`src/hdl/rsb_pkg.sv`:
```
// Shared types and constants for the reversible sequence buffer.
// Used by rsb_ctrl, rsb_dp and reversible_sequence_buffer; depends on nothing.
`default_nettype none

package rsb_pkg;

  localparam int unsigned CAPACITY_DEF = 64;

  // Field widths fixed by the word format
  localparam int unsigned OP_W       = 3;
  localparam int unsigned VALUE_W    = 32;
  localparam int unsigned INDEX_W    = 6;
  localparam int unsigned S_TDATA_W  = 48;  // value, index, index_end, zero fill
  localparam int unsigned S_TUSER_W  = OP_W;
  localparam int unsigned M_TDATA_W  = VALUE_W;
  localparam int unsigned M_TUSER_W  = 2;   // list_empty, bad_index

  typedef enum logic [OP_W-1:0] {
    OP_APPEND  = 3'd0,
    OP_GET     = 3'd1,
    OP_SHOW    = 3'd2,
    OP_REVERSE = 3'd3,
    OP_CUT     = 3'd4
  } op_e;

  typedef enum logic [1:0] {
    OUT_DATA,
    OUT_GET_BAD,
    OUT_CUT,
    OUT_EMPTY
  } out_sel_e;

  // Controller to datapath
  typedef struct packed {
    logic     latch;
    logic     append;
    logic     reverse;
    logic     cut;
    logic     rd_en;
    logic     out_load;
    out_sel_e out_sel;
  } cmd_t;

  // Datapath to controller
  typedef struct packed {
    logic [OP_W-1:0] op;
    logic            len_zero;
    logic            get_bad;
    logic            cut_bad;
    logic            show_done;
    logic            out_free;
  } status_t;

endpackage

`default_nettype wire

```
`src/hdl/reversible_sequence_buffer.sv`:
```
// Top level of the reversible sequence buffer: an ordered list of signed words
// in a circular store, with append, get, show, reverse and cut.
// Append and reverse finish in the execute state; cut and a bad get load the
// output register from there, a good get first passes the store read register;
// show streams one word per cycle unless the output stalls; the store has one read port.
// Reset: asynchronous, active low; clears the list to empty, forward order.
`default_nettype none

module reversible_sequence_buffer #(
  parameter int unsigned CAPACITY = rsb_pkg::CAPACITY_DEF
) (
  input  wire logic                          clk_i,
  input  wire logic                          rst_ni,
  // Command words
  input  wire logic                          s_axis_tvalid,
  output logic                               s_axis_tready,
  input  wire logic [rsb_pkg::S_TDATA_W-1:0] s_axis_tdata,  // value[31:0], index[37:32],
                                                            // index_end[43:38], zero fill
  input  wire logic [rsb_pkg::S_TUSER_W-1:0] s_axis_tuser,  // op[2:0]
  // Result words
  output logic                               m_axis_tvalid,
  input  wire logic                          m_axis_tready,
  output logic [rsb_pkg::M_TDATA_W-1:0]      m_axis_tdata,  // item_value[31:0]
  output logic                               m_axis_tlast,  // is_last
  output logic [rsb_pkg::M_TUSER_W-1:0]      m_axis_tuser   // list_empty[0], bad_index[1]
);

  // The controller sequences each command word; the datapath owns the list
  // descriptor (front, length, direction), the store and the output register.
  // A result word waits in the output register while the next command is taken.
  rsb_pkg::cmd_t    cmd;
  rsb_pkg::status_t st;

  rsb_ctrl u_ctrl (
    .clk_i         (clk_i),
    .rst_ni        (rst_ni),
    .s_axis_tvalid (s_axis_tvalid),
    .s_axis_tready (s_axis_tready),
    .st_i          (st),
    .cmd_o         (cmd)
  );

  rsb_dp #(
    .CAPACITY (CAPACITY)
  ) u_dp (
    .clk_i         (clk_i),
    .rst_ni        (rst_ni),
    .s_axis_tdata  (s_axis_tdata),
    .s_axis_tuser  (s_axis_tuser),
    .m_axis_tvalid (m_axis_tvalid),
    .m_axis_tready (m_axis_tready),
    .m_axis_tdata  (m_axis_tdata),
    .m_axis_tlast  (m_axis_tlast),
    .m_axis_tuser  (m_axis_tuser),
    .cmd_i         (cmd),
    .st_o          (st)
  );

endmodule

`default_nettype wire

```
`src/hdl/rsb_ctrl.sv`:
```
// Controller state machine of the reversible sequence buffer.
// Depends on rsb_pkg; drives rsb_dp through cmd_t and reads status_t.
`default_nettype none

module rsb_ctrl (
  input  wire logic             clk_i,
  input  wire logic             rst_ni,
  input  wire logic             s_axis_tvalid,
  output logic                  s_axis_tready,
  input  wire rsb_pkg::status_t st_i,
  output rsb_pkg::cmd_t         cmd_o
);

  typedef enum logic [1:0] {
    S_IDLE,
    S_EXEC,
    S_READ
  } state_e;

  state_e state_q, state_d;

  always_ff @(posedge clk_i or negedge rst_ni) begin
    if (!rst_ni) begin
      state_q <= S_IDLE;
    end else begin
      state_q <= state_d;
    end
  end

  always_comb begin
    state_d       = state_q;
    cmd_o         = '0;
    cmd_o.out_sel = rsb_pkg::OUT_DATA;
    s_axis_tready = (state_q == S_IDLE);

    unique case (state_q)
      S_IDLE: begin
        if (s_axis_tvalid) begin
          cmd_o.latch = 1'b1;
          state_d     = S_EXEC;
        end
      end

      S_EXEC: begin
        unique case (st_i.op)
          rsb_pkg::OP_APPEND: begin
            cmd_o.append = 1'b1;
            state_d      = S_IDLE;
          end
          rsb_pkg::OP_REVERSE: begin
            cmd_o.reverse = 1'b1;
            state_d       = S_IDLE;
          end
          rsb_pkg::OP_GET: begin
            if (st_i.get_bad) begin
              if (st_i.out_free) begin
                cmd_o.out_load = 1'b1;
                cmd_o.out_sel  = rsb_pkg::OUT_GET_BAD;
                state_d        = S_IDLE;
              end
            end else begin
              cmd_o.rd_en = 1'b1;
              state_d     = S_READ;
            end
          end
          rsb_pkg::OP_SHOW: begin
            if (st_i.len_zero) begin
              if (st_i.out_free) begin
                cmd_o.out_load = 1'b1;
                cmd_o.out_sel  = rsb_pkg::OUT_EMPTY;
                state_d        = S_IDLE;
              end
            end else begin
              cmd_o.rd_en = 1'b1;
              state_d     = S_READ;
            end
          end
          rsb_pkg::OP_CUT: begin
            if (st_i.out_free) begin
              cmd_o.out_load = 1'b1;
              cmd_o.out_sel  = rsb_pkg::OUT_CUT;
              cmd_o.cut      = !st_i.cut_bad;
              state_d        = S_IDLE;
            end
          end
          default: begin
            state_d = S_IDLE;
          end
        endcase
      end

      S_READ: begin
        // read data is registered; hand it over once the output slot frees up
        if (st_i.out_free) begin
          cmd_o.out_load = 1'b1;
          cmd_o.out_sel  = rsb_pkg::OUT_DATA;
          if (st_i.op == rsb_pkg::OP_SHOW && !st_i.show_done) begin
            cmd_o.rd_en = 1'b1;
          end else begin
            state_d = S_IDLE;
          end
        end
      end

      default: begin
        state_d = S_IDLE;
      end
    endcase
  end

endmodule

`default_nettype wire

```
`src/hdl/rsb_dp.sv`:
```
// Datapath of the reversible sequence buffer: list pointers, circular store,
// address unit and output register. Depends on rsb_pkg; controlled by rsb_ctrl.
`default_nettype none

module rsb_dp #(
  parameter int unsigned CAPACITY = rsb_pkg::CAPACITY_DEF
) (
  input  wire logic                            clk_i,
  input  wire logic                            rst_ni,
  input  wire logic [rsb_pkg::S_TDATA_W-1:0]   s_axis_tdata,
  input  wire logic [rsb_pkg::S_TUSER_W-1:0]   s_axis_tuser,
  output logic                                 m_axis_tvalid,
  input  wire logic                            m_axis_tready,
  output logic [rsb_pkg::M_TDATA_W-1:0]        m_axis_tdata,
  output logic                                 m_axis_tlast,
  output logic [rsb_pkg::M_TUSER_W-1:0]        m_axis_tuser,
  input  wire rsb_pkg::cmd_t                   cmd_i,
  output rsb_pkg::status_t                     st_o
);

  localparam int unsigned PW = $clog2(CAPACITY);
  localparam int unsigned LW = $clog2(CAPACITY + 1);
  localparam int unsigned AW = (PW > rsb_pkg::INDEX_W) ? PW : rsb_pkg::INDEX_W;
  localparam int unsigned CW = (LW > rsb_pkg::INDEX_W) ? LW : rsb_pkg::INDEX_W;
  localparam int unsigned VW = rsb_pkg::VALUE_W;
  localparam int unsigned IW = rsb_pkg::INDEX_W;

  // Latched input word
  logic [rsb_pkg::OP_W-1:0] op_q;
  logic [VW-1:0]            value_q;
  logic [IW-1:0]            idx_q;
  logic [IW-1:0]            idx_end_q;

  // List descriptor
  logic [PW-1:0] front_q, front_d;
  logic [LW-1:0] len_q, len_d;
  logic          rev_q, rev_d;
  logic [LW-1:0] cnt_q, cnt_d;

  // Store and its read register
  logic [VW-1:0] mem [CAPACITY];
  logic [VW-1:0] rd_data_q;

  // Output register
  logic                          m_valid_q, m_valid_d;
  logic [VW-1:0]                 m_data_q;
  logic                          m_last_q;
  logic [rsb_pkg::M_TUSER_W-1:0] m_user_q;

  logic [AW-1:0] idx_ext;
  logic [PW-1:0] idx_k;
  logic [LW-1:0] len_m1;
  logic [PW-1:0] k_sel;
  logic [PW:0]   cap_x;
  logic [PW:0]   sum;
  logic [PW-1:0] phys;
  logic [CW-1:0] a_c, b_c, len_c, cut_len;
  logic          full;
  logic          out_free;

  always_ff @(posedge clk_i) begin
    if (cmd_i.latch) begin
      op_q      <= s_axis_tuser;
      value_q   <= s_axis_tdata[VW-1:0];
      idx_q     <= s_axis_tdata[VW+IW-1:VW];
      idx_end_q <= s_axis_tdata[VW+2*IW-1:VW+IW];
    end
  end

  assign idx_ext = AW'(idx_q);
  assign idx_k   = idx_ext[PW-1:0];
  assign len_m1  = len_q - LW'(1);
  assign a_c     = CW'(idx_q);
  assign b_c     = CW'(idx_end_q);
  assign len_c   = CW'(len_q);
  assign full    = (len_q == LW'(CAPACITY));

  // One shared address unit: logical position to store entry
  always_comb begin
    case (op_q)
      rsb_pkg::OP_APPEND:  k_sel = len_q[PW-1:0];
      rsb_pkg::OP_REVERSE: k_sel = len_m1[PW-1:0];
      rsb_pkg::OP_SHOW:    k_sel = cnt_q[PW-1:0];
      default:             k_sel = idx_k;
    endcase
  end

  always_comb begin
    cap_x = (PW+1)'(CAPACITY);
    if (rev_q) begin
      sum = {1'b0, front_q} - {1'b0, k_sel};
      if (sum[PW]) begin
        sum = sum + cap_x;
      end
    end else begin
      sum = {1'b0, front_q} + {1'b0, k_sel};
      if (sum >= cap_x) begin
        sum = sum - cap_x;
      end
    end
    phys = sum[PW-1:0];
  end

  assign cut_len = (a_c <= b_c) ? (b_c - a_c + CW'(1)) : (len_c - a_c);

  always_comb begin
    front_d = front_q;
    len_d   = len_q;
    rev_d   = rev_q;
    cnt_d   = cnt_q;
    if (cmd_i.latch) begin
      cnt_d = '0;
    end
    if (cmd_i.rd_en) begin
      cnt_d = cnt_q + LW'(1);
    end
    if (cmd_i.append && !full) begin
      len_d = len_q + LW'(1);
    end
    if (cmd_i.reverse) begin
      rev_d = ~rev_q;
      if (len_q != '0) begin
        front_d = phys;
      end
    end
    if (cmd_i.cut) begin
      front_d = phys;
      len_d   = cut_len[LW-1:0];
    end
  end

  always_ff @(posedge clk_i or negedge rst_ni) begin
    if (!rst_ni) begin
      front_q   <= '0;
      len_q     <= '0;
      rev_q     <= 1'b0;
      cnt_q     <= '0;
      m_valid_q <= 1'b0;
    end else begin
      front_q   <= front_d;
      len_q     <= len_d;
      rev_q     <= rev_d;
      cnt_q     <= cnt_d;
      m_valid_q <= m_valid_d;
    end
  end

  always_ff @(posedge clk_i) begin
    if (cmd_i.append && !full) begin
      mem[phys] <= value_q;
    end
    if (cmd_i.rd_en) begin
      rd_data_q <= mem[phys];
    end
  end

  assign out_free = !m_valid_q || m_axis_tready;

  always_comb begin
    m_valid_d = m_valid_q;
    if (m_axis_tready) begin
      m_valid_d = 1'b0;
    end
    if (cmd_i.out_load) begin
      m_valid_d = 1'b1;
    end
  end

  always_ff @(posedge clk_i) begin
    if (cmd_i.out_load) begin
      case (cmd_i.out_sel)
        rsb_pkg::OUT_DATA: begin
          m_data_q <= rd_data_q;
          m_last_q <= (op_q == rsb_pkg::OP_GET) || (cnt_q == len_q);
          m_user_q <= 2'b00;
        end
        rsb_pkg::OUT_GET_BAD: begin
          m_data_q <= '0;
          m_last_q <= 1'b1;
          m_user_q <= 2'b10;
        end
        rsb_pkg::OUT_EMPTY: begin
          m_data_q <= '0;
          m_last_q <= 1'b1;
          m_user_q <= 2'b01;
        end
        default: begin
          m_data_q <= '0;
          m_last_q <= 1'b0;
          m_user_q <= {st_o.cut_bad, 1'b0};
        end
      endcase
    end
  end

  assign m_axis_tvalid = m_valid_q;
  assign m_axis_tdata  = m_data_q;
  assign m_axis_tlast  = m_last_q;
  assign m_axis_tuser  = m_user_q;

  assign st_o.op        = op_q;
  assign st_o.len_zero  = (len_q == '0);
  assign st_o.get_bad   = (a_c >= len_c);
  assign st_o.cut_bad   = (a_c >= len_c) || (b_c >= len_c);
  assign st_o.show_done = (cnt_q == len_q);
  assign st_o.out_free  = out_free;

endmodule

`default_nettype wire

```
`config.mk`:
```
export PLATFORM = sky130hd
export DESIGN_NAME = reversible_sequence_buffer
export DESIGN_NICKNAME = d
export VERILOG_FILES = /design/src/hdl/rsb_pkg.sv /design/src/hdl/reversible_sequence_buffer.sv /design/src/hdl/rsb_ctrl.sv /design/src/hdl/rsb_dp.sv
export SDC_FILE = /design/constraint.sdc
export NUM_CORES = 2
export LEC_CHECK = 0
export BUFFER_PORTS_ARGS = -buffer_cell sky130_fd_sc_hd__buf_2
export CAP_MARGIN = 0
export CORE_MARGIN = 3
export CORE_UTILIZATION = 35
export DETAILED_ROUTE_END_ITERATION = 10
export MAX_ROUTING_LAYER = met4
export SETUP_SLACK_MARGIN = 0.5
export SLEW_MARGIN = 20
export SYNTH_ARGS = -nofsm -noshare
export SYNTH_HDL_FRONTEND = slang
export SYNTH_SLANG_ARGS = --single-unit
```
`constraint.sdc`:
```
create_clock -name clk_i -period 5.2 [get_ports clk_i]
set_input_delay 1.04 -clock clk_i [delete_from_list [all_inputs] [get_ports clk_i]]
set_output_delay 1.04 -clock clk_i [all_outputs]
set_load 0.03 [all_outputs]
```
==> out/metrics.cfg <==
[routing]
routed_wl_um=272000
drc=0
wl_per_cell_um=30.0
met2_length_um=126000
vias_per_cell=5.75
wl_met1_um=109000
postRouteAntennaNets=0
dr_wl_met3_um=28900
top_layer=met4
first_pass_iters=6
routed-via-count=52144
drt_iter0_drc=7037

[yosys]
synth_edf_count=2162
syn_area_um2=86500
synth_fp_nets=5135
ys_seq_elements=2186
yosysUniqueCellTypes=88
synth_async_sr_flop_share_pct=1.10
postSynthAreaPerCell_um2=17.2
synth_ff_type=edfxtp_1
netlist_instances=5035
seq_area_frac_synth_pct=75.7
ys_warn_count=0

[floorplanning]
core-area_um2=245000
die_w_um=503
die_area_um2=253000
start_util_pct=35.4
die_h_um=503
ios=92
rows=181

[job]
drv_cap=0

[clock_network]
clock_tree.root_cell=clkbuf_16
clk_latency_ps=870
path_clk_slew_ps=60
ctsLongestPathBuffers=3
tritoncts=built
tritoncts.num_buffers=218
htree_levels=4
cts_sinks=2186

[worst_setup_path]
rr_worst_depth=20
end_kind=flip-flop
critPathKind=reg -> reg
crit_fanout=8
cp-start-kind=flip-flop
crit_required_ps=5790
arrival_ps=5470

[finish]
drive_gt1_share_pct=27.7
layout.nets=5776
syn_to_final_growth_pct=22.7

[global_routing]
grt_max_degree=65
grt_pass1_vias=50238
antenna_found_initial=14
grt_use_total_pct=21.5
gr-total-overflow=0
grt_pass1_wl_um=380000

[sta]
period_needed_ps=4880
worstMarginPinSlew_ps=907
finalSetupViolCount=0
whs_ps=218
max_freq_mhz=205
drv_slew=0
relSlewSlack_pct=39.6
rsz0062_at_grt=true
finClkSkew_ps=36.1
min_period_over_period_pct=93.8
hold_viol=0

[placement]
hpwl_um=157000
gp_congestion=0.843
io_buffers=87

[outcome]
status=completed

[min_path]
hp-class=in -> async

cell usage after synthesis, drive strengths merged, types with 11 or more instances:
| cell type | n | area, um2 |
|---|---|---|
| a2111oi | 39 | 342 |
| a211oi | 23 | 183 |
| a21oi | 258 | 1290 |
| a221oi | 73 | 646 |
| a22oi | 26 | 195 |
| a311oi | 35 | 307 |
| a31o | 18 | 158 |
| a31oi | 100 | 641 |
| and2 | 35 | 219 |
| and3 | 60 | 380 |
| buf | 224 | 1160 |
| clkbuf | 110 | 413 |
| dfrtp | 24 | 601 |
| edfxtp | 2162 | 64900 |
| ha | 42 | 526 |
| inv | 46 | 173 |
| mux2 | 48 | 541 |
| mux2i | 254 | 2540 |
| mux4 | 221 | 4980 |
| nand2 | 435 | 1640 |
| nand3 | 115 | 586 |
| nor2 | 219 | 822 |
| nor2b | 16 | 100 |
| nor3 | 30 | 155 |
| nor4 | 16 | 100 |
| o211ai | 34 | 260 |
| o21ai | 116 | 581 |
| o221ai | 15 | 131 |
| o22ai | 75 | 469 |
| xnor2 | 20 | 201 |
| xor2 | 11 | 96.3 |
final cells by class:
type,count,area [um2]
antenna,9,22.5
clock buffer,282,5780
clock inverter,113,923
fill,21160,138000
inverter,47,200
multi-input combinational,2469,21200
sequential,2186,65500
tap,3202,4010
timing repair buffer,754,8520
cell families after synthesis:
family | after synthesis | share of synthesized area (%)
DFF | 2186 | 75.7
and+or+nand+nor | 970 | 4.97
AOI/OAI and AO/OA | 898 | 6.90
muxes | 523 | 9.32
buffers and inverters | 381 | 2.02
adders and majority gates | 45 | 0.677
xor gates and xnor gates | 32 | 0.370
layer usage:
layer	GRT usage (%)	vias to the layer above
li1	-	21463
met1	29.9	27200
met2	32.8	3042
met3	4.02	439
met4	5.18	0
met5	-	-
sequential cells by signal, summed over array words and instances (netlist names):
register            flops
u_dp.op_q               3
u_dp.m_axis_tdata      32
u_dp.m_axis_tvalid      1
u_ctrl.state_q          2
u_dp.m_axis_tuser       2
u_dp.rd_data_q         32
u_dp.idx_end_q          6
u_dp.front_q            6
u_dp.idx_ext            6
u_dp.mem             2048
u_dp.rev_q              1
u_dp.cnt_q              7
u_dp.value_q           32
u_dp.m_axis_tlast       1
u_dp.len_c              7
per-stage QoR:
step / area [um2] / TNS (ps) / cells / worst slack, ps / util [%]
6_report: 106000 / 0 / 9062 / 322 / 43.4
5_1_grt: 106000 / 0 / 9059 / 201 / 43.4
3_3_place_gp: 95700 / -666 / 8501 / -421 / 39.1
2_1_floorplan: 86700 / 0 / 5035 / 196 / -
3_5_place_dp: 95700 / -428 / 8501 / -167 / 39.1
4_1_cts: 105000 / 0 / 8996 / 243 / 42.8
worst max-delay path, cell delays in order (launching register included):
cell	delay [ps]
edfxtp_1	450
buf_12	170
mux2i_1	160
o22ai_1	100
a21oi_1	230
ha_1	280
nor2_2	100
a21oi_2	60
fa_4	810
buf_12	180
buf_16	170
buf_6	100
buf_8	120
buf_6	110
buf_12	120
mux2i_2	220
o21ai_2	110
a2111oi_4	530
buf_4	210
nor3_2	40
o31a_1	290
what timing repair did:
item / CTS / global route
gates resized for setup: 219 / 195
hold buffers: 0 / 0
setup buffers: 87 / 48
pin swaps: 46 / 67
endpoints found under the setup margin: 1989 / 1990
gates cloned: 13 / 8
placed cells by master (no fill, tap or decap), drive strengths merged, types with 30 or more instances in the layout:
cell type	n
clkinv	88
o21ai	116
o211ai	34
clkbuf	291
and2	35
buf	735
ha	42
mux2	48
edfxtp	2162
a31oi	100
and3	60
inv	53
a311oi	35
nand3	115
nand2	435
a2111oi	39
a21oi	258
mux4	221
nor2	219
o22ai	75
a221oi	73
nor3	30
mux2i	254
final timing paths:
| check | start | endpoint | slack [ps] |
|---|---|---|---|
| setup / recovery | u_dp.op_q[1] | u_dp.rd_data_q[6] | 320 |
| hold / removal | rst_ni | u_ctrl.state_q[0] | 220 |
| setup reg to reg | u_dp.op_q[1] | u_dp.rd_data_q[6] | 320 |
| hold reg to reg | u_dp.front_q[5] | u_dp.front_q[5] | 520 |
| max in group asynchronous | rst_ni | u_dp.cnt_q[1] | 4560 |
| min in group clk_i | s_axis_tdata[27] | u_dp.value_q[27] | 350 |
Power is left out: the tool's default activity adds up to more than one toggle a clock period on the data nets, which glitch-free logic cannot reach.
